===== config.mk =====
export PLATFORM = sky130hd
export DESIGN_NAME = cau_back
export DESIGN_NICKNAME = d
export VERILOG_FILES = /design/src/hdl/cau_pkg.sv /design/src/hdl/cau_back.sv
export SDC_FILE = /design/constraint.sdc
export NUM_CORES = 1
export LEC_CHECK = 0
export ABC_AREA = 1
export BUFFER_PORTS_ARGS = -buffer_cell sky130_fd_sc_hd__clkbuf_2
export CORE_AREA = 5 5 148 150
export CTS_CLUSTER_SIZE = 24
export DETAILED_ROUTE_END_ITERATION = 10
export DIE_AREA = 0 0 153 155
export PLACE_DENSITY = 0.78
export SLEW_MARGIN = 20
export SYNTH_ARGS = -nofsm -noshare
export SYNTH_HDL_FRONTEND = slang
export SYNTH_SLANG_ARGS = --single-unit

===== constraint.sdc =====
create_clock -name clk -period 6.75 [get_ports clk]
set_input_delay 1.6875 -clock clk [delete_from_list [all_inputs] [get_ports clk]]
set_output_delay 1.6875 -clock clk [all_outputs]
set_load 0.005 [all_outputs]

===== src/hdl/cau_pkg.sv =====
// Shared types and constants for the complex arithmetic unit.
// No dependencies; the other files that use it refer to this package by scoped names.
package cau_pkg;

    // Number of restoring-division steps; also the number of root steps.
    localparam int DIV_STEPS = 24;

    localparam logic signed [23:0] RES_MAX = 24'sh7FFFFF;
    localparam logic signed [23:0] RES_MIN = 24'sh800000;

    typedef enum logic [2:0] {
        OP_ADD = 3'd0,
        OP_SUB = 3'd1,
        OP_MUL = 3'd2,
        OP_DIV = 3'd3,
        OP_MOD = 3'd4
    } op_t;

    typedef enum logic [1:0] {
        ST_OK   = 2'd0,
        ST_SAT  = 2'd1,
        ST_DIV0 = 2'd2
    } status_t;

    // Input payload as seen by the first stage
    typedef struct packed {
        logic [2:0]         opcode;
        logic signed [15:0] a_real;
        logic signed [15:0] a_imag;
        logic signed [15:0] b_real;
        logic signed [15:0] b_imag;
    } in_item_t;

    // After the multiplier stage
    typedef struct packed {
        op_t                op;
        logic signed [31:0] rr;
        logic signed [31:0] ii;
        logic signed [31:0] ri;
        logic signed [31:0] ir;
        logic [31:0]        aa_r;
        logic [31:0]        aa_i;
        logic [31:0]        bb_r;
        logic [31:0]        bb_i;
        logic signed [16:0] pre_re;
        logic signed [16:0] pre_im;
    } prod_t;

    // After the summing stage
    typedef struct packed {
        op_t         op;
        logic [32:0] mul_re;
        logic [32:0] mul_im;
        logic [32:0] num_re;
        logic [32:0] num_im;
        logic [31:0] den;
        logic [31:0] ss;
        logic [16:0] pre_re;
        logic [16:0] pre_im;
    } sum_t;

    // One divider lane: dividend bits still to shift in, partial remainder, quotient
    typedef struct packed {
        logic        neg;
        logic        ovf;
        logic [23:0] m_sh;
        logic [31:0] rem;
        logic [23:0] q;
    } lane_t;

    // Item travelling through the iterative steps
    typedef struct packed {
        op_t                op;
        logic signed [24:0] pass_re;
        logic signed [24:0] pass_im;
        lane_t              lre;
        lane_t              lim;
        logic [31:0]        den;
        logic               dz;
        logic [47:0]        s_sh;
        logic [15:0]        root;
        logic [16:0]        srem;
    } item_t;

endpackage


===== src/hdl/cau_back.sv =====
// Back end: quotient and root rounding, saturation, status and the output register.
// Depends on cau_pkg.
module cau_back
(
    input  logic               clk,
    input  logic               rst_n,
    input  logic               in_valid,
    input  cau_pkg::item_t     in_item,
    input  logic               out_ready,
    output logic               adv,
    output logic               out_valid,
    output logic signed [23:0] res_real,
    output logic signed [23:0] res_imag,
    output logic [1:0]         status
);

    logic               valid_reg;
    logic signed [23:0] re_reg, re_next, im_reg, im_next;
    logic [1:0]         st_reg, st_next;

    logic [24:0]        qr_re, qr_im;
    logic               dsat_re, dsat_im, psat_re, psat_im;
    logic signed [23:0] dv_re, dv_im, pv_re, pv_im;
    logic [15:0]        root_r;
    logic [24:0]        neg_re, neg_im;

    // The whole pipeline moves when the output register is free or being drained
    assign adv = !valid_reg || out_ready;

    always_comb
    begin
        // Quotient: round half away from zero, then clamp
        qr_re   = {1'b0, in_item.lre.q}
                + 25'({in_item.lre.rem, 1'b0} >= {1'b0, in_item.den});
        qr_im   = {1'b0, in_item.lim.q}
                + 25'({in_item.lim.rem, 1'b0} >= {1'b0, in_item.den});
        neg_re  = ~qr_re + 25'd1;
        neg_im  = ~qr_im + 25'd1;
        dsat_re = in_item.lre.ovf
                || (in_item.lre.neg ? (qr_re > 25'd8388608) : (qr_re > 25'd8388607));
        dsat_im = in_item.lim.ovf
                || (in_item.lim.neg ? (qr_im > 25'd8388608) : (qr_im > 25'd8388607));
        if (dsat_re)
            dv_re = in_item.lre.neg ? cau_pkg::RES_MIN : cau_pkg::RES_MAX;
        else
            dv_re = in_item.lre.neg ? neg_re[23:0] : qr_re[23:0];
        if (dsat_im)
            dv_im = in_item.lim.neg ? cau_pkg::RES_MIN : cau_pkg::RES_MAX;
        else
            dv_im = in_item.lim.neg ? neg_im[23:0] : qr_im[23:0];

        // Pass-through values (add, subtract, multiply) clamped to 24 bits
        psat_re = (in_item.pass_re[24] != in_item.pass_re[23]);
        psat_im = (in_item.pass_im[24] != in_item.pass_im[23]);
        pv_re   = psat_re ? (in_item.pass_re[24] ? cau_pkg::RES_MIN : cau_pkg::RES_MAX)
                          : in_item.pass_re[23:0];
        pv_im   = psat_im ? (in_item.pass_im[24] ? cau_pkg::RES_MIN : cau_pkg::RES_MAX)
                          : in_item.pass_im[23:0];

        // Root to nearest: step up when the remainder exceeds the root
        root_r  = in_item.root + 16'({1'b0, in_item.srem} > {2'b00, in_item.root});

        re_next = '0;
        im_next = '0;
        st_next = cau_pkg::ST_OK;
        case (in_item.op)
            cau_pkg::OP_ADD, cau_pkg::OP_SUB, cau_pkg::OP_MUL:
            begin
                re_next = pv_re;
                im_next = pv_im;
                st_next = (psat_re || psat_im) ? cau_pkg::ST_SAT : cau_pkg::ST_OK;
            end
            cau_pkg::OP_DIV:
            begin
                if (in_item.dz)
                begin
                    st_next = cau_pkg::ST_DIV0;
                end
                else
                begin
                    re_next = dv_re;
                    im_next = dv_im;
                    st_next = (dsat_re || dsat_im) ? cau_pkg::ST_SAT : cau_pkg::ST_OK;
                end
            end
            cau_pkg::OP_MOD:
            begin
                re_next = {8'd0, root_r};
            end
            default:
            begin
                re_next = '0;
            end
        endcase
    end

    always_ff @(posedge clk or negedge rst_n)
    begin
        if (!rst_n)
        begin
            valid_reg <= 1'b0;
        end
        else if (adv)
        begin
            valid_reg <= in_valid;
        end
    end

    always_ff @(posedge clk)
    begin
        if (adv)
        begin
            re_reg <= re_next;
            im_reg <= im_next;
            st_reg <= st_next;
        end
    end

    assign out_valid = valid_reg;
    assign res_real  = re_reg;
    assign res_imag  = im_reg;
    assign status    = st_reg;

endmodule


Word level (Yosys, flattened, before mapping)

Cells that the tools add are included.

Flip-flop bits (word level): 51
Input port bits: 335
Output and inout port bits: 52
Logic and storage cells: 52

Add/subtract/negate cells: 5
$lt $le $gt $ge: 7
Equal/unequal tests: 6
Muxes and demuxes: 20
Bitwise logic cells: 2
Reductions and logical operators: 8

Operators with widths:

| kind                  | count |
|---|---|
| $mux 24               | 12 |
| $pmux 24 s3           | 1 |
| $ge 33x32->1          | 2 |
| $add 24x1->25         | 2 |
| $gt 25x23->1 const B  | 2 |
| $gt 25x24->1 const B  | 2 |
| $add 24x1->24 const B | 2 |
| $not 24->24           | 2 |
| $pmux 24 s2           | 1 |
| $gt 17x16->1          | 1 |
| $add 16x1->16         | 1 |
| $eq 3x2->1 const B    | 2 |
| $logic_or 1x1->1      | 5 |
| $mux 1                | 4 |
| $pmux 2 s2            | 1 |
| $eq 3x1->1 const B    | 1 |
| $eq 3x3->1 const B    | 1 |
| $logic_not 3->1       | 1 |
| $reduce_or 3->1       | 1 |
| $mux 2                | 1 |
| $ne 1x1->1            | 2 |
| $logic_not 1->1       | 1 |

Depth between registers and ports, before layout

Gate-level depths: netlist of the first run.

Depth after elaboration: 9
Depth in mapped cells: 30
Mapped depth without buffers: 30

Least setup slack after synthesis of the first run

No wires, ideal clock.

Path type: input-to-reg
Start point: in in_item[84] (netlist bit)
End point: reg re_reg[17] (netlist: res_real[17]) (data pin)
Library setup time: 0.256 ns
Arrival: 4.860 ns
Required time: 6.494 ns
Slack: 1.635 ns
Stages: 25
Cell sequence: inv_1 -> ha_1 -> a21oi_1 -> o21a_1 -> nor2_1 -> o41ai_1 -> o2111ai_1 -> nand2_1 -> nand4_1 -> ha_1 -> ha_1 -> inv_1 -> ha_1 -> inv_1 -> nor2_1 -> nand2_1 -> nor3_2 -> nand2_1 -> nor2_2 -> nand3_2 -> a21oi_4 -> nand2_2 -> buf_6 -> o21ai_1 -> nand2_1

Longest elaborated chain between the ends: 8
Elaborated cells between the ends (all ways): 12
Those cells by class: 2 x add/sub; 3 x order compare; 5 x mux; 1 x bitwise; 1 x reduce/logical

RTL lines:

| what                                        | line                           | text |
|---|---|---|
| start: declaration                          | cau_back.sv:8                  | `input cau_pkg::item_t in_item,` |
| $ge 33x32->1 *                              | cau_back.sv:34                 | `+ 25'({in_item.lre.rem, 1'b0} >= {1'b0, in_item.den});` |
| $add 24x1->25 *                             | cau_back.sv:34                 |  |
| $not 24->24, or another cell as far along   | cau_back.sv:37                 | `neg_re = ~qr_re + 25'd1;` |
| $add 24x1->24 or $mux 1 (tied branches)     | cau_back.sv:37, cau_back.sv:40 |  |
| $mux 24 or $logic_or 1x1->1 (tied branches) | cau_back.sv:46, cau_back.sv:40 |  |
| $mux 24 *                                   | cau_back.sv:43                 | `if (dsat_re)` |
| $mux 24 *                                   | cau_back.sv:75                 | `if (in_item.dz)` |
| $pmux 24 s3 *                               | cau_back.sv:66                 | `case (in_item.op)` |
| named net re_next[17]                       | cau_back.sv:18                 | `logic signed [23:0] re_reg, re_next, im_reg, im_next;` |
| end signal: assignment                      | cau_back.sv:113                | `re_reg <= re_next;` |
| end: declaration                            | cau_back.sv:18                 |  |

The timed path passes the listed nets; every way through them passes the cells marked *.
A chain may end at the register's enable or synchronous reset.

Final worst setup path of the first run

Start point: in in_item[113] (netlist bit)
End point: reg re_reg[15] (netlist: res_real[15]) (data pin)

The elaborated chain is that of the path after synthesis.

==> impl_metrics.ini, run 1 <==
[place]
gp_congestion = 0.914
post_dp_cell_area_sq_um = 10000
dpl.cell_count = 1918
port_buffers = 290
hpwlAfterDp_um = 23400

[timing]
maxSlewHeadroom_pct = 43.2
fin_crit_sh_pct = 89.7
setup_tns_ns = 0
grt_setup_unrepaired = false
skew_ns = 0.0114
final-setup-viol-count = 0
whs_ns = 0.906
hold_viol = 0
clock.fmax_mhz = 165
period_minus_slack_ns = 6.05
slew_violations = 0
tightest_slew_ns = 0.852

[yosys]
synth_top_cell_area_share_pct = 21.7
synthTopCellsByCount = 482 x nand2_1, 168 x inv_1, 149 x nor2_1
yosysSeqAreaShare_pct = 18.3
synth.area.top_cells = nand2_1 22%, edfxtp_1 18%, ha_1 14%, inv_1 7.6%, nor2_1 6.7%
synth_fp_nets = 1803
yosysWarnings = 0
ys.flop_type = edfxtp_1
synth_top_area_cell = nand2_1
synth_edf_count = 50
syn_area_sq_um = 8340
yosysMostFrequentCell = nand2_1
yosys_register_bits = 51
avgSynthCellArea_sq_um = 6.06
async_flop_share_pct = 1.96
ys_types = 47
netlist_instances = 1376

[layout]
nNetsFinal = 2077
syn_to_final_growth_pct = 22.2
n_fill_cell = 2124
stdcell_count = 1925
antenna_cells = 0
drive_above_1_share_pct = 22.6
final_cell_area_sq_um = 10200

[worst_setup_path]
critPathSlowestCell = nor4_1
startpoint_type = primary input
slowest_delay_ns = 0.49
critPathBufInv = 3
cp_common_cell = nand2_1
crit_path_max_fanout = 22
crit_type = primary input to register
reg2reg_to = res_imag[17]
path_cells = clkbuf_2 -> inv_1 -> ha_1 -> inv_1 -> nor3_1 -> nand4_1 -> nor4_1 -> nand4_1 -> nand4_1 -> ha_1 -> ha_1 -> nand2_1 -> nor2_4 -> nand2_1 -> nor2_1 -> xnor2_1 -> nand2_1 -> nor2_1 -> nand3_2 -> a21oi_4 -> nand2_2 -> o21ai_1 -> nand2_1
critPathArrivalTime_ns = 6.09
r2r_start = out_valid
regToRegSetupSlack_ns = 5.37
endpoint_kind = register
reg2reg_depth = 2
critPathRequiredTime_ns = 6.79
crit_family = simple AND/OR/NAND/NOR gates

[global_routing]
grt_pass1_wl_um = 43900
grt_max_degree = 53
track_usage_pct = 21.9
gr-total-overflow = 0
antenna_found_initial = 1
grt_pass1_vias = 9393

[detailed_routing]
firstDrtPassIters = 5
post-route-drc-count = 0
drtIter0Drc = 561
vias_per_cell = 5.05
routed_wirelength_um = 27300
ant_nets = 0
wire_per_inst_um = 14.2
vias = 9716

[hold_path]
worst_hold_path.endpoint = out_valid
whs_path_depth = 3
hp-class = register to register
hp-start = out_valid

[outcome]
run_status = finished, final reports clean

[floorplanning]
core_sq_um = 20600
start_util_pct = 40.6
ios = 387
std_cell_rows = 53
fp.dieH_um = 155
fp.dieW_um = 153
die_area_sq_um = 23700

[clock_tree]
cts.sinks = 51
cts_resized = 0
cts_setup_buffers = 0
hold_buffers = 0
worstSkewPairLatency_ns = 0.30
cts_tree = done
htreeDepth = 2
cts_buffers = 5
ctsRootBufferMaster = clkbuf_16
clockBufferDepth = 2
clk_pin_slew_worst_paths_ns = 0.06

[power_and_ir_drop]
power.density_nw_per_um2 = 117
ir_drop_mv = 0.0799
p_leak_nw = 5.56

[flow_run]
max-cap-violations = 0
[placed cells by master (no fill, tap or decap), types with 16 or more instances in the layout]
cell type / netlist / layout
nand4_1: 34 / 34
o21ai_0: 53 / 53
nand2_1: 482 / 481
clkbuf_2: 0 / 290
ha_1: 92 / 92
edfxtp_1: 50 / 50
nor2_1: 149 / 148
o21bai_1: 16 / 16
inv_1: 168 / 168
xor2_1: 19 / 19
nand3_2: 16 / 16
a21oi_1: 56 / 56
nand3_1: 96 / 96
[kinds of logic after synthesis]
family / share of synthesized area, %
buffers and inverters: 9.85
xor gates and xnor gates: 2.41
and+or+nand+nor: 44.5
AOI/OAI and AO/OA: 11.2
DFF: 18.3
adders and majority gates: 13.8
[metrics by stage]
stage	util, %	worst slack, ns	power [mW]
global route	49.6	0.340	1.29
finish	49.6	0.696	1.19
floorplan	-	1.63	0.704
detailed placement	48.8	0.441	0.908
global placement	48.8	0.596	0.896
CTS	49.6	0.740	1.20
[report_power, final]
group	internal, mW	leakage (nW)	switching [mW]
combinational	0.197	4.94	0.307
sequential	0.389	0.543	0.0104
clock	0.173	0.0759	0.117
total	0.759	5.56	0.434
[state kept, by name, summed over array words and instances (netlist names)]
signal / flops
out_valid: 1
res_imag: 24
res_real: 24
status: 2
[worst reg2reg max path, cell delays in order, from the launching register on]
cell	delay, ns
dfrtp_1	0.39
nand2_2	0.07
buf_4	0.54
[worst max-delay path by stage]
| stage | start | to | slack [ns] | cells past startpoint |
|---|---|---|---|---|
| after detailed placement | in_item[113] | res_real[15] | 0.44 | 24 |
| after CTS | in_item[113] | res_real[15] | 0.74 | 24 |
| after global routing | in_item[113] | res_real[15] | 0.34 | 23 |
| final | in_item[113] | res_real[15] | 0.70 | 23 |
| after floorplan | in_item[84] | res_real[17] | 1.63 | 25 |
| after global placement | in_item[113] | res_real[15] | 0.60 | 23 |
[layout make-up]
| type | instances | area [sq um] | area share, % |
|---|---|---|---|
| Inverter | 179 | 672 | 6.59 |
| Clock buffer | 5 | 125 | 1.23 |
| Clock inverter | 2 | 37.5 | 0.368 |
| Multi-Input combinational cell | 1118 | 6000 | 58.9 |
| Tap cell | 275 | 344 | 3.38 |
| Timing Repair Buffer | 295 | 1490 | 14.6 |
| Sequential cell | 51 | 1530 | 15.0 |
[routing by layer]
layer / routed length (um) / up-vias / GRT usage [%] / share of wire, %
met5: 13 / - / 0 / 0.048
met4: 697 / 2 / 6.07 / 2.6
met3: 1770 / 49 / 3.64 / 6.5
met2: 12800 / 354 / 38.2 / 47
met1: 12000 / 4269 / 28.2 / 44
li1: - / 5042 / - / -
Note: power is estimated with default switching activity, not from simulation.
==> run 2, diff against run 1 <==
CTS_BUF_LIST = sky130_fd_sc_hd__clkbuf_8   (was unset)
RECOVER_POWER = 100   (was unset)
clock period = 7.4 ns   (was 6.75 ns; I/O delays follow)
==> run 2 against run 1 <==
The flow now finishes with violations (capacitance limit, slew limit). Total power down 18%. Highest routed layer unchanged. Wire length down 0.30%. Setup slack better by 0.25 ns. First-iteration DRC count up 9.3%. Largest power group unchanged. Design area down 1.8%. Clock power down 42%. Final cell count about the same. Critical endpoint is now res_imag[9]. Hold slack better by 0.39 ns.
==> impl_metrics.ini, run 2 (synthesis results as in run 1) <==
[timing]
maxSlewHeadroom_pct = -92.7
slew_violations = 53
skew_ns = 0.0117
period_minus_slack_ns = 6.46
clock.fmax_mhz = 155
tightest_slew_ns = 2.89
whs_ns = 1.30
hold_viol = 0
grt_setup_unrepaired = false
final-setup-viol-count = 0
setup_tns_ns = 0
fin_crit_sh_pct = 87.3

[worst_setup_path]
critPathArrivalTime_ns = 6.53
crit_type = primary input to register
endpoint_kind = register
regToRegSetupSlack_ns = 4.43
critPathSlowestCell = nor2_2
crit_path_max_fanout = 24
critPathRequiredTime_ns = 7.47
slowest_delay_ns = 0.90
critPathBufInv = 3
crit_family = simple AND/OR/NAND/NOR gates
startpoint_type = primary input

[clock_tree]
htreeDepth = 2
hold_buffers = 0
clk_pin_slew_worst_paths_ns = 0.09
cts_setup_buffers = 0
worstSkewPairLatency_ns = 0.32
ctsRootBufferMaster = clkbuf_8
cts_tree = done
cts_buffers = 5
cts.sinks = 51
clockBufferDepth = 2
cts_resized = 0

[detailed_routing]
ant_nets = 0
post-route-drc-count = 0
firstDrtPassIters = 5
wire_per_inst_um = 14.1
drtIter0Drc = 613
vias = 9709
vias_per_cell = 5.05
routed_wirelength_um = 27200

[power_and_ir_drop]
combPwrFrac_pct = 45.9
switching_share_pct = 39.5
power.density_nw_per_um2 = 98.3
switchingPower_uw = 389
seq_power_share_pct = 37.1
p_leak_nw = 5.40
clkPwrFrac_pct = 17.0
p_int_uw = 595
finalPower_uw = 984
ir_drop_mv = 0.0756

[floorplanning]
die_area_sq_um = 23700
std_cell_rows = 53
fp.dieW_um = 153
fp.dieH_um = 155
core_sq_um = 20600
ios = 387
start_util_pct = 40.6

[outcome]
run_status = finished, violations left
violations = capacitance limit, slew limit

[place]
gp_congestion = 0.913
hpwlAfterDp_um = 23300
port_buffers = 290
dpl.cell_count = 1916

[global_routing]
antenna_found_initial = 1
track_usage_pct = 21.7
grt_pass1_vias = 9143
gr-total-overflow = 0
grt_pass1_wl_um = 43300
grt_max_degree = 53

[hold_path]
hp-class = primary input to async pin

[layout]
drive_above_1_share_pct = 19.9
nNetsFinal = 2075
final_cell_mix = 481 x nand2_1, 255 x clkbuf_2, 169 x inv_1
syn_to_final_growth_pct = 20.0
n_fill_cell = 2203
stdcell_count = 1924
final_util_pct = 48.7
antenna_cells = 0
mostFrequentLayoutCell = nand2_1

[flow_run]
max-cap-violations = 1
==> run 2: power by group through the flow <==
| stage | Clock [mW] | Sequential (mW) | Combinational, mW |
|---|---|---|---|
| 2_1_floorplan | 0 | 0.374 | 0.268 |
| 3_3_place_gp | 0 | 0.371 | 0.447 |
| 3_5_place_dp | 0 | 0.371 | 0.456 |
| 4_1_cts | 0.171 | 0.364 | 0.458 |
| 5_1_grt | 0.185 | 0.368 | 0.515 |
| 6_report | 0.167 | 0.366 | 0.452 |
==> run 2: per-layer routing <==
| layer | vias up | GRT usage [%] | routed length [um] |
|---|---|---|---|
| li1 | 5039 | - | - |
| met1 | 4286 | 28.9 | 12200 |
| met2 | 338 | 37.0 | 12500 |
| met3 | 44 | 3.00 | 1710 |
| met4 | 2 | 6.19 | 702 |
| met5 | - | 0 | 13 |
==> run 2: area by class of cell <==
type                            instances  area, sq um  area share, %
Multi-Input combinational cell       1118         5960           59.5
Sequential cell                        51         1530           15.2
Inverter                              179          672           6.71
Tap cell                              275          344           3.44
Timing Repair Buffer                  293         1430           14.2
Clock buffer                            5         68.8          0.687
Clock inverter                          3         20.0          0.200
==> run 2: through the flow <==
step / cell area [sq um] / setup slack [ns]
finish: 10000 / 0.941
global route: 10000 / 0.462
CTS: 10100 / 1.35
detailed placement: 10000 / 1.05
global placement: 10000 / 1.08
floorplan: 8340 / 2.12
==> run 2: worst paths after layout <==
check	from	end	cells past startpoint
setup / recovery	in_item[84]	res_imag[9]	28
hold / removal	rst_n	out_valid	1
setup reg to reg	out_valid	res_imag[16]	2
hold reg to reg	out_valid	out_valid	3
max in group asynchronous	rst_n	out_valid	1
min in group clk	in_valid	out_valid	3
