**src/hdl/cau_pkg.sv**
```systemverilog
// Shared types and constants for the complex arithmetic unit.
// No dependencies; the other files that use it refer to this package by scoped names.
package cau_pkg;

    // Number of restoring-division steps; also the number of root steps.
    localparam int DIV_STEPS = 24;

    localparam logic signed [23:0] RES_MAX = 24'sh7FFFFF;
    localparam logic signed [23:0] RES_MIN = 24'sh800000;

    typedef enum logic [2:0] {
        OP_ADD = 3'd0,
        OP_SUB = 3'd1,
        OP_MUL = 3'd2,
        OP_DIV = 3'd3,
        OP_MOD = 3'd4
    } op_t;

    typedef enum logic [1:0] {
        ST_OK   = 2'd0,
        ST_SAT  = 2'd1,
        ST_DIV0 = 2'd2
    } status_t;

    // Input payload as seen by the first stage
    typedef struct packed {
        logic [2:0]         opcode;
        logic signed [15:0] a_real;
        logic signed [15:0] a_imag;
        logic signed [15:0] b_real;
        logic signed [15:0] b_imag;
    } in_item_t;

    // After the multiplier stage
    typedef struct packed {
        op_t                op;
        logic signed [31:0] rr;
        logic signed [31:0] ii;
        logic signed [31:0] ri;
        logic signed [31:0] ir;
        logic [31:0]        aa_r;
        logic [31:0]        aa_i;
        logic [31:0]        bb_r;
        logic [31:0]        bb_i;
        logic signed [16:0] pre_re;
        logic signed [16:0] pre_im;
    } prod_t;

    // After the summing stage
    typedef struct packed {
        op_t         op;
        logic [32:0] mul_re;
        logic [32:0] mul_im;
        logic [32:0] num_re;
        logic [32:0] num_im;
        logic [31:0] den;
        logic [31:0] ss;
        logic [16:0] pre_re;
        logic [16:0] pre_im;
    } sum_t;

    // One divider lane: dividend bits still to shift in, partial remainder, quotient
    typedef struct packed {
        logic        neg;
        logic        ovf;
        logic [23:0] m_sh;
        logic [31:0] rem;
        logic [23:0] q;
    } lane_t;

    // Item travelling through the iterative steps
    typedef struct packed {
        op_t                op;
        logic signed [24:0] pass_re;
        logic signed [24:0] pass_im;
        lane_t              lre;
        lane_t              lim;
        logic [31:0]        den;
        logic               dz;
        logic [47:0]        s_sh;
        logic [15:0]        root;
        logic [16:0]        srem;
    } item_t;

endpackage

```
**src/hdl/cau_step.sv**
```systemverilog
// One iteration stage: a quotient bit for each divider lane and a root bit.
// Depends on cau_pkg.
module cau_step
(
    input  logic           clk,
    input  logic           rst_n,
    input  logic           adv,
    input  logic           in_valid,
    input  cau_pkg::item_t in_item,
    output logic           out_valid,
    output cau_pkg::item_t out_item
);

    logic           valid_reg;
    cau_pkg::item_t item_reg, item_next;
    logic [32:0]    dsh_re, dsh_im;
    logic [18:0]    rsh, trial;

    always_comb
    begin
        item_next = in_item;

        // Restoring division, real lane
        dsh_re = {in_item.lre.rem, in_item.lre.m_sh[23]};
        item_next.lre.m_sh = {in_item.lre.m_sh[22:0], 1'b0};
        if (dsh_re >= {1'b0, in_item.den})
        begin
            item_next.lre.rem = 32'(dsh_re - {1'b0, in_item.den});
            item_next.lre.q   = {in_item.lre.q[22:0], 1'b1};
        end
        else
        begin
            item_next.lre.rem = dsh_re[31:0];
            item_next.lre.q   = {in_item.lre.q[22:0], 1'b0};
        end

        // Restoring division, imaginary lane
        dsh_im = {in_item.lim.rem, in_item.lim.m_sh[23]};
        item_next.lim.m_sh = {in_item.lim.m_sh[22:0], 1'b0};
        if (dsh_im >= {1'b0, in_item.den})
        begin
            item_next.lim.rem = 32'(dsh_im - {1'b0, in_item.den});
            item_next.lim.q   = {in_item.lim.q[22:0], 1'b1};
        end
        else
        begin
            item_next.lim.rem = dsh_im[31:0];
            item_next.lim.q   = {in_item.lim.q[22:0], 1'b0};
        end

        // Digit-by-digit square root, two radicand bits per step
        rsh   = {in_item.srem, in_item.s_sh[47:46]};
        trial = {1'b0, in_item.root, 2'b01};
        item_next.s_sh = {in_item.s_sh[45:0], 2'b00};
        if (rsh >= trial)
        begin
            item_next.srem = 17'(rsh - trial);
            item_next.root = {in_item.root[14:0], 1'b1};
        end
        else
        begin
            item_next.srem = rsh[16:0];
            item_next.root = {in_item.root[14:0], 1'b0};
        end
    end

    always_ff @(posedge clk or negedge rst_n)
    begin
        if (!rst_n)
        begin
            valid_reg <= 1'b0;
        end
        else if (adv)
        begin
            valid_reg <= in_valid;
        end
    end

    always_ff @(posedge clk)
    begin
        if (adv)
        begin
            item_reg <= item_next;
        end
    end

    assign out_valid = valid_reg;
    assign out_item  = item_reg;

endmodule

```
**config.mk**
```make
export PLATFORM = sky130hd
export DESIGN_NAME = cau_step
export DESIGN_NICKNAME = d
export VERILOG_FILES = /design/src/hdl/cau_pkg.sv /design/src/hdl/cau_step.sv
export SDC_FILE = /design/constraint.sdc
export NUM_CORES = 1
export LEC_CHECK = 0
export BUFFER_PORTS_ARGS = -buffer_cell sky130_fd_sc_hd__buf_4
export CORE_AREA = 2 2 259 261
export DETAILED_ROUTE_END_ITERATION = 8
export DIE_AREA = 0 0 261 263
export SYNTH_ARGS = -nofsm -noshare
export SYNTH_HDL_FRONTEND = slang
export SYNTH_SLANG_ARGS = --single-unit
```
**constraint.sdc**
```tcl
create_clock -name clk -period 2.2 [get_ports clk]
set_input_delay 0.22 -clock clk [delete_from_list [all_inputs] [get_ports clk]]
set_output_delay 0.22 -clock clk [all_outputs]
set_load 0.05 [all_outputs]
```
Word-level counts from Yosys, hierarchy flattened
Cells that the tools add are included.

storage, ports and cells
  register bits = 328

cells by class
  $add $sub $neg = 3
  $lt $le $gt $ge = 3
  multiplexer cells = 3

operator list
  kind                            count
  2-to-1 mux 56 bit               2
  >= comparator 33 x 32 -> 1 bit  2
  subtractor 32 bit               2
  >= comparator 19 x 18 -> 1 bit  1
  2-to-1 mux 18 bit               1
  subtractor 17 bit               1

Logic depth before layout (Yosys ltp)
Gate-level depths: netlist (run 1).

  depth after elaboration = 2
  depth in mapped cells = 14

Worst setup path after synthesis (run 1)
No wires, ideal clock.

  kind = input to register
  start = input in_item[86] in the netlist's numbering
  end = register item_reg, in the netlist out_item[229], data pin
  setup time = 260 ps
  arrival = 2612 ps
  required time = 1940 ps
  slack = -672 ps
  stages = 10
  path buffers = 0
  cells stage by stage = inv_1 ha_1 a21o_1 a211oi_2 a211o_1 o21ai_2 a41o_1 a221o_1 a41oi_4 mux2_2

RTL lines
  item                  line            RTL
  start, declared       cau_step.sv:9   input cau_pkg::item_t in_item,
  end signal, assigned  cau_step.sv:83  item_reg <= item_next;
  end, declared         cau_step.sv:15  cau_pkg::item_t item_reg, item_next;

==> reports/qor.csv, run 1 <==
metric,value,unit
outcome,"finished, violations left",
violated checks,setup timing,
CTS tree,done,
Mapped Area,15100,µm²
Worst Setup Path Type,in2reg,
FF-to-FF path depth,1,
RSZ-0062 raised after global routing,true,
"area leader, netlist",edfxtp_1,
Max Transition Viols Final,0,
largest net degree at the start of global routing,71,
"Worst Setup Slack, final",-0.0884,ns
Max Cap Violations,0,
routability cong.,0.915,
post-synth top area share,0.649,
"antenna viol nets, final",0,
nets,2817,
CTS Buf Count,41,
clk_skew,0,ns
Layout area overhead,90.9,%
"most common cell after layout, fill and taps aside",buf_4,
hold path cells,3,
Via density,4.41,
"commonest non-fill, non-tap cells in the layout","buf_4, edfxtp_1, dlygate4sd3_1, nand2_1, ha_1",
# setup viols final,35,
Die X-Extent,261,µm
first-pass GRT wire length,93700,µm
final instance area,28900,µm²
Clock Pin Slew Worst Setup and Hold Paths,0.06,ns
IO Count,667,
Remaining DRCs,0,
core box area,65600,µm²
PwrDens,754,nW/µm²
fin crit period,2.29,ns
vias in the first global route,15021,
Initial DRC Count,941,
synth unique cells,65,
share of cells above drive strength 1,0.500,
"top cells by area, synth","edfxtp_1, ha_1, a21oi_1",
Final HPWL DP,50100,µm
critical path capture point type,flip-flop,
"Warnings, synthesis",0,
Worst Path Arrival,2.60,ns
Clock Sinks,328,
worst skew pair latency,0.54,ns
Die Y,263,µm
Die Area,68600,µm²
Post-DP Area,23400,µm²
number of enable flip-flop cells after synthesis,327,
Worst Setup Start Kind,input pin,
Multi-input gate area,5790,µm²
clock buffer depth,3,
drt pass-1 iters,5,
leakage power,12.6,nW
total gr overflow,0,
Port-buffer cells,660,
Max H-tree Level,2,
starting density of the core,0.231,
Most used DFF post-synth,edfxtp_1,
"Max FO, Critical Path",8,
Clock Tree Root,clkbuf_16,
sequential share of the synthesized area,0.650,
Fin. Hold Viols,0,
Min-Delay Path Class,in2reg,
WL final,68000,µm
routed len/inst,20.6,µm
utilization after layout,0.440,
Critical Path RT,2.51,ns
Synth Register Bits,328,
fmax,437,MHz
Via Count,14571,
Post-Syn Area per Cell,13.5,µm²
Rows,94,
Post-Syn Instances,1125,
total track usage,0.183,
Peak VDD IR,0.000559,V
layout filler cell count,5906,
Synth async-reset ratio,0.00305,
antenna violations before repair,13,
crit share post-route,1.04,
register area,9840,µm²
-- layer usage --
layer,up-vias,part of all wire,wire length (µm),global-route usage
li1,6765,-,-,-
met1,7105,0.40,27100,0.219
met2,576,0.47,32300,0.302
met3,119,0.091,6160,0.0614
met4,6,0.036,2430,0.0719
met5,-,0.00068,46,0
-- final cells by class --
type,instances,share of cell area
well taps,864,0.0374
diodes,9,0.000779
flip-flops and latches,328,0.341
multi-input cells,698,0.200
clock buffers,48,0.0364
inverters,69,0.0101
repair buffers,1260,0.366
clock inverters,25,0.00823
-- where the power goes --
part           internal, mW  switching [mW]
registers              7.64           0.268
clock network          3.81            2.80
logic                  2.96            4.31
-- cell usage after synthesis, drive strengths merged (2+ instances only) --
cell and n:
mux2i 2, and3 7, nand3 15, o21bai 9, fa 2, nand2 80, nand2b 11, nor2 66
mux2 28, a2111oi 2, o21a 9, or3 3, o22ai 2, or2 3, a21oi 82, clkbuf 15
a21boi 5, o21ai 73, a211oi 12, a21o 41, xnor2 37, inv 69, buf 18, a22oi 2
edfxtp 327, and4 3, ha 82, a41o 3, o211ai 2, xor2 32, nor3 14, nor2b 13
and4b 2, a311oi 3, nand4 15, o31ai 6, a211o 2, and2 4, a31oi 8, a41oi 2
-- critical path: stages --
cell,delay [ns]
dlygate4sd3_1,0.58
buf_4,0.17
ha_1,0.32
and4_1,0.22
a221o_1,0.37
a41oi_4,0.23
buf_12,0.18
mux2_4,0.30
-- path summary, 6_finish.rpt --
path	start	to	slack, ns
min in group asynchronous	rst_n	out_valid	0.53
worst min-delay path	in_item[162]	out_item[163]	0.02
worst max-delay path	in_item[247]	out_item[229]	-0.09
max in group asynchronous	rst_n	out_valid	1.57
worst min register to register	out_valid	out_valid	0.53
worst max register to register	out_valid	out_valid	1.44
-- metrics by stage --
stage	hold slack, ns	instances	total power, mW	setup TNS, ns	setup WS (ns)
after floorplan	-0.0756	1128	11.6	-21.88	-0.444
after CTS	0.000658	3271	21.6	-0.0300	-0.0125
after detailed placement	-0.00374	2893	14.3	-57.48	-0.848
after global placement	-0.00369	2893	14.3	-53.67	-0.762
final	0.0154	3301	21.8	-0.938	-0.0884
after global routing	0.0234	3300	22.6	-3.91	-0.143
-- kinds of logic (layout without fill, tap and decap cells) --
group	Yosys count	in the layout	synth area share
flip-flops	328	328	0.650
AO/OA/AOI/OAI	271	271	0.113
AND/OR/NAND/NOR	240	240	0.0740
buffers and inverters	102	1402	0.0298
adder cells (fa/ha/maj)	84	84	0.0704
XOR/XNOR	69	69	0.0399
multiplexers	30	30	0.0222
other	1	13	0.000248
-- flip-flops by register name (all words and copies together) (netlist names) --
signal	cells
out_item	327
out_valid	1
-- repair_timing --
| item | in CTS | in global routing |
|---|---|---|
| resized for setup | 53 | 160 |
| pin swaps | 16 | 46 |
| buffers inserted | 8 | 15 |
| cloned | 2 | 6 |
| hold endpoints to repair | 294 | 2 |
| setup endpoints to repair | 69 | 77 |
| hold buffers | 295 | 2 |
Power figures use the tool's default switching activity.
==> run 2: changes to the inputs <==
--- a/config.mk
+++ b/config.mk
@@ -9,6 +9,7 @@
 export CORE_AREA = 2 2 259 261
 export DETAILED_ROUTE_END_ITERATION = 8
 export DIE_AREA = 0 0 261 263
+export PLACE_DENSITY = 0.5
 export SYNTH_ARGS = -nofsm -noshare
 export SYNTH_HDL_FRONTEND = slang
 export SYNTH_SLANG_ARGS = --single-unit
==> reports/qor.csv, run 2 (synthesis results as in run 1) <==
metric,value,unit,change
outcome,"finished, violations left",,unchanged
violated checks,setup timing,,unchanged
dpl cells,2934,,was 2893
Worst Path Arrival,2.73,ns,was 2.60 ns
PwrDens,756,nW/µm²,was 754 nW/µm²
Max Cap Violations,0,,unchanged
"most used cell, CP",buf_6,,
Clock Sinks,328,,unchanged
Max H-tree Level,2,,unchanged
Worst Setup Start Kind,input pin,,unchanged
total gr overflow,0,,unchanged
routed len/inst,19.6,µm,was 20.6 µm
Clock Tree Root,clkbuf_16,,unchanged
Crit path largest cell delay,0.32,ns,was 0.58 ns
Peak VDD IR,0.000511,V,was 0.000559 V
Critical Path RT,2.50,ns,was 2.51 ns
"Worst Setup Slack, final",-0.221,ns,was -0.0884 ns
nets,2856,,was 2817
routability cong.,0.885,,was 0.915
Clock Pin Slew Worst Setup and Hold Paths,0.05,ns,was 0.06 ns
R2R Path End,out_valid,,unchanged
"antenna viol nets, final",0,,unchanged
Initial DRC Count,904,,was 941
switch share,0.329,,was 0.339
"most common cell after layout, fill and taps aside",buf_4,,unchanged
Max transition margin,0.664,,
# setup viols final,65,,was 35
Die Area,68600,µm²,unchanged
clock buffer depth,3,,unchanged
Final HPWL DP,50500,µm,was 50100 µm
antenna violations before repair,10,,was 13
first-pass GRT wire length,92800,µm,was 93700 µm
RSZ-0062 raised after global routing,true,,unchanged
Switch Pwr,7.22,mW,was 7.39 mW
critical path capture point type,flip-flop,,unchanged
IO Count,667,,unchanged
Gate power share,0.331,,was 0.334
hold_ws,0.0342,ns,was 0.0154 ns
crit share post-route,1.10,,was 1.04
clock share of power,0.311,,was 0.303
leakage power,12.8,nW,was 12.6 nW
met3 wire length,5350,µm,was 6160 µm
core box area,65600,µm²,unchanged
Via Count,14341,,was 14571
Remaining DRCs,0,,unchanged
Die X-Extent,261,µm,unchanged
clk_skew,0,ns,unchanged
starting density of the core,0.231,,unchanged
FF-to-FF setup slack,1.46,ns,was 1.44 ns
Max Transition Viols Final,0,,unchanged
fmax,413,MHz,was 437 MHz
largest net degree at the start of global routing,64,,was 71
CTS tree,done,,unchanged
Critical path origin,in_item[86],,was in_item[247]
CTS Buf Count,41,,unchanged
worst reg2reg path startpoint,out_valid,,unchanged
"Max FO, Critical Path",8,,unchanged
Min-Delay Path Class,in2reg,,unchanged
FF-to-FF path depth,1,,unchanged
max FFs per register,327,,unchanged
"commonest non-fill, non-tap cells in the layout","buf_4, edfxtp_1, dlygate4sd3_1, ha_1",,"was buf_4, edfxtp_1, dlygate4sd3_1, nand2_1, ha_1"
Reg power frac,0.359,,was 0.363
Top Layer Used,met5,,unchanged
Die Y,263,µm,unchanged
Rows,94,,unchanged
Hold Crit Start,in_item[139],,was in_item[162]
"slowest stage cell, crit path",a211o_1,,was dlygate4sd3_1
utilization after layout,0.442,,was 0.440
WL final,65500,µm,was 68000 µm
met1 wire length,25900,µm,was 27100 µm
drt pass-1 iters,5,,unchanged
Slew @ Worst Pin,0.503,ns,
share of cells above drive strength 1,0.492,,was 0.500
Worst Setup Path Type,in2reg,,unchanged
vias in the first global route,15056,,was 15021
fin crit period,2.42,ns,was 2.29 ns
Port-buffer cells,660,,unchanged
Via density,4.30,,was 4.41
Post-Layout Cell Count,3336,,was 3301
overall power,21.9,mW,was 21.8 mW
hold path cells,3,,unchanged
WHS Endpoint,out_item[140],,was out_item[163]
Setup Total Neg Slack,-9.01,ns,was -0.938 ns
Layout area overhead,91.6,%,was 90.9%
WL met2,32000,µm,was 32300 µm
total track usage,0.180,,was 0.183
worst-path cell chain,buf_8 -> clkinvlp_4 -> ha_4 -> buf_6 -> o211ai_1 -> a21o_1 -> buf_6 -> a211o_1 -> o21ai_2 -> a41o_1 -> a221o_1 -> a41oi_4 -> buf_6 -> buf_12 -> nand2_1 -> o21ai_1,,was dlygate4sd3_1 -> buf_4 -> ha_1 -> and4_1 -> a221o_1 -> a41oi_4 -> buf_12 -> mux2_4
worst skew pair latency,0.56,ns,was 0.54 ns
Internal Power,14.7,mW,was 14.4 mW
Fin. Hold Viols,0,,unchanged
## run 2: cell count changes in the layout (fill, tap and decap cells not counted), moves of 6 or more
cell / before / now
inv_2: 11 / 4
a21oi_2: 27 / 19
clkinv_1: 3 / 13
buf_4: 927 / 962
ha_4: 20 / 12
buf_6: 10 / 16
nand2_2: 8 / 15
inv_1: 51 / 62
nand2_1: 69 / 62
ha_1: 55 / 68
a21oi_1: 53 / 61
## run 2: layout make-up
type / count / area (µm²)
fill: 6113 / 36600
sequential: 328 / 9840
multi-input combinational: 698 / 5590
antenna: 5 / 12.5
tap: 864 / 1080
clock buffer: 48 / 1070
inverter: 69 / 279
timing repair buffer: 1299 / 10900
clock inverter: 25 / 267
## run 2: worst max-delay path by stage
stage	to	slack, ns	cells past startpoint
6_report	out_item[236]	-0.22	16
5_1_grt	out_item[236]	-0.31	16
4_1_cts	out_item[220]	-0.19	16
3_5_place_dp	out_item[166]	-0.87	16
3_3_place_gp	out_item[165]	-0.81	14
2_1_floorplan	out_item[229]	-0.44	10
## run 2: critical path, delay by kind of cell
family | cells | cell delay (ns)
compound gates | 8 | 1.45
fa+ha+maj | 1 | 0.28
buf+inv | 6 | 0.71
simple gates | 1 | 0.06
## run 2: per-stage QoR
stage          setup slack (ns)  area (µm²)
6_report                 -0.221       29000
5_1_grt                  -0.314       29000
4_1_cts                  -0.188       28500
3_5_place_dp             -0.873       23700
3_3_place_gp             -0.815       23700
2_1_floorplan            -0.444       15400
## run 2: power by group through the flow
stage          sequential (mW)  combinational [mW]  clock [mW]
2_1_floorplan             10.1                1.48           0
3_3_place_gp              7.98                6.40           0
3_5_place_dp              7.99                6.43           0
4_1_cts                   7.87                7.09        7.01
5_1_grt                   7.92                7.63        7.24
6_report                  7.86                7.25        6.81
## run 2: timing repair
action	CTS	global route
cloned	3	3
buffers inserted	13	17
pin swaps	38	50
gates resized for setup	90	89
hold buffers	295	0
endpoints found under the hold margin	294	0
setup endpoints to repair	68	80
## run 2: per-layer routing
layer,track usage,up-vias
li1,-,6835
met1,0.212,6933
met2,0.307,454
met3,0.0561,109
met4,0.0643,10
met5,0,-
==> run 3: changes to the inputs <==
--- a/config.mk
+++ b/config.mk
@@ -10,6 +10,7 @@
 export DETAILED_ROUTE_END_ITERATION = 8
 export DIE_AREA = 0 0 261 263
 export PLACE_DENSITY = 0.5
+export RECOVER_POWER = 50
 export SYNTH_ARGS = -nofsm -noshare
 export SYNTH_HDL_FRONTEND = slang
 export SYNTH_SLANG_ARGS = --single-unit
==> reports/qor.csv, run 3 (synthesis results as in run 1) <==
metric,value,unit,change
Gate power share,0.329,,was 0.331
Hold Crit Start,in_item[139],,unchanged
switch share,0.330,,was 0.329
clk_skew,0,ns,unchanged
total gr overflow,0,,unchanged
Min-Delay Path Class,in2reg,,unchanged
nets,2856,,unchanged
Fin. Hold Viols,0,,unchanged
worst reg2reg path startpoint,out_valid,,unchanged
crit share post-route,1.10,,about the same
Peak VDD IR,0.000507,V,was 0.000511 V
worst skew pair latency,0.56,ns,about the same
share of cells above drive strength 1,0.478,,was 0.492
Internal Power,14.7,mW,about the same
Initial DRC Count,949,,was 904
CP bufs+invs,3,,was 6
PwrDens,759,nW/µm²,was 756 nW/µm²
Worst Setup Start Kind,input pin,,unchanged
Port-buffer cells,660,,unchanged
Critical path origin,in_item[102],,was in_item[86]
routability cong.,0.885,,unchanged
Critical Path RT,2.52,ns,was 2.50 ns
Multi-input gate area,5590,µm²,unchanged
leakage power,12.6,nW,was 12.8 nW
Die Area,68600,µm²,unchanged
IO Count,667,,unchanged
layout filler cell count,6166,,was 6113
"Max FO, Critical Path",7,,was 8
Via Count,14373,,was 14341
fin crit period,2.42,ns,about the same
overall power,21.9,mW,about the same
"worst slack, placed",-0.873,ns,unchanged
max FFs per register,327,,unchanged
Rows,94,,unchanged
first-pass GRT wire length,92800,µm,unchanged
outcome,"finished, violations left",,unchanged
critical path capture point type,flip-flop,,unchanged
WL final,65300,µm,was 65500 µm
Switch Pwr,7.21,mW,was 7.22 mW
Reg power frac,0.360,,was 0.359
R2R Path End,out_valid,,unchanged
largest net degree at the start of global routing,64,,unchanged
FF-to-FF path depth,1,,unchanged
routed len/inst,19.6,µm,about the same
core box area,65600,µm²,unchanged
Die Y,263,µm,unchanged
Clock Tree Root,clkbuf_16,,unchanged
WL met2,31800,µm,was 32000 µm
Max Cap Violations,1,,was 0
Worst Path Arrival,2.75,ns,was 2.73 ns
drt pass-1 iters,5,,unchanged
Clock Sinks,328,,unchanged
starting density of the core,0.231,,unchanged
clock buffer depth,3,,unchanged
worst-path cell chain,clkbuf_1 -> inv_1 -> ha_1 -> a21oi_2 -> o21ai_1 -> a22oi_1 -> nand2_1 -> a41o_1 -> a221o_1 -> a41oi_4 -> buf_12 -> mux2_4,,was buf_8 -> clkinvlp_4 -> ha_4 -> buf_6 -> o211ai_1 -> a21o_1 -> buf_6 -> a211o_1 -> o21ai_2 -> a41o_1 -> a221o_1 -> a41oi_4 -> buf_6 -> buf_12 -> nand2_1 -> o21ai_1
vias in the first global route,15056,,unchanged
hold path cells,3,,unchanged
"commonest non-fill, non-tap cells in the layout","buf_4, edfxtp_1, dlygate4sd3_1, clkbuf_4, ha_1",,"was buf_4, edfxtp_1, dlygate4sd3_1, ha_1"
"antenna viol nets, final",0,,unchanged
register area,9840,µm²,unchanged
Layout area overhead,90.3,%,was 91.6%
Worst Setup Path Type,in2reg,,unchanged
CTS Buf Count,41,,unchanged
CP top delay family,compound AO/OA/AOI/OAI gates,,unchanged
RSZ-0062 raised after global routing,true,,unchanged
total track usage,0.180,,unchanged
CTS tree,done,,unchanged
hold_ws,0.0367,ns,was 0.0342 ns
Clock Pin Slew Worst Setup and Hold Paths,0.06,ns,was 0.05 ns
WHS Endpoint,out_item[140],,unchanged
Max H-tree Level,2,,unchanged
clock share of power,0.311,,about the same
"Worst Setup Slack, final",-0.224,ns,was -0.221 ns
fmax,412,MHz,was 413 MHz
met1 wire length,25900,µm,about the same
Remaining DRCs,0,,unchanged
Max transition margin,-0.00927,,was 0.664
Via density,4.31,,was 4.30
violated checks,"capacitance limit, slew limit, setup timing",,was setup timing
# setup viols final,78,,was 65
met3 wire length,5250,µm,was 5350 µm
Die X-Extent,261,µm,unchanged
"most common cell after layout, fill and taps aside",buf_4,,unchanged
Slew @ Worst Pin,1.51,ns,was 0.503 ns
FF-to-FF setup slack,1.45,ns,was 1.46 ns
Top Layer Used,met5,,unchanged
"slowest stage cell, crit path",ha_1,,was a211o_1
Final HPWL DP,50500,µm,unchanged
Max Transition Viols Final,45,,was 0
antenna violations before repair,12,,was 10
Crit path largest cell delay,0.38,ns,was 0.32 ns
==> run 3: per-stage QoR <==
stage          TNS (ns)  instances   util  area, µm²
2_1_floorplan    -21.88       1128      -      15400
3_3_place_gp     -55.64       2934  0.361      23700
3_5_place_dp     -60.18       2934  0.361      23700
4_1_cts           -7.51       3315  0.434      28500
5_1_grt          -19.71       3335  0.439      28800
6_report         -10.16       3337  0.439      28800
==> run 3: what timing repair did <==
item / CTS / global route
hold endpoints to repair: 294 / 0
resized for setup: 90 / 89
setup endpoints to repair: 68 / 80
setup buffers: 13 / 17
cloned: 3 / 3
pin swaps: 38 / 50
hold buffers: 295 / 0
==> run 3: worst max-delay path by stage <==
| stage | slack [ns] | cells past startpoint | endpoint |
|---|---|---|---|
| floorplan | -0.44 | 10 | out_item[229] |
| global placement | -0.81 | 14 | out_item[165] |
| detailed placement | -0.87 | 16 | out_item[166] |
| CTS | -0.19 | 16 | out_item[220] |
| global route | -0.31 | 16 | out_item[236] |
| finish | -0.22 | 12 | out_item[229] |
==> run 3: power by group through the flow <==
stage	Clock [mW]	Combinational (mW)	Sequential [mW]
after floorplan	0	1.48	10.1
after global placement	0	6.40	7.98
after detailed placement	0	6.43	7.99
after CTS	7.01	7.09	7.87
after global routing	7.24	7.57	7.92
final	6.81	7.19	7.87
==> run 3: layer usage <==
| layer | global-route usage | up-vias |
|---|---|---|
| li1 | - | 6842 |
| met1 | 0.212 | 6941 |
| met2 | 0.307 | 467 |
| met3 | 0.0561 | 111 |
| met4 | 0.0643 | 12 |
| met5 | 0 | - |
==> run 3: cell type report <==
cell class / instances / share of cell area
inverters: 69 / 0.00968
clock buffers: 48 / 0.0373
clock inverters: 25 / 0.00925
multi-input cells: 698 / 0.194
well taps: 864 / 0.0375
flip-flops and latches: 328 / 0.342
diodes: 6 / 0.000521
repair buffers: 1299 / 0.370
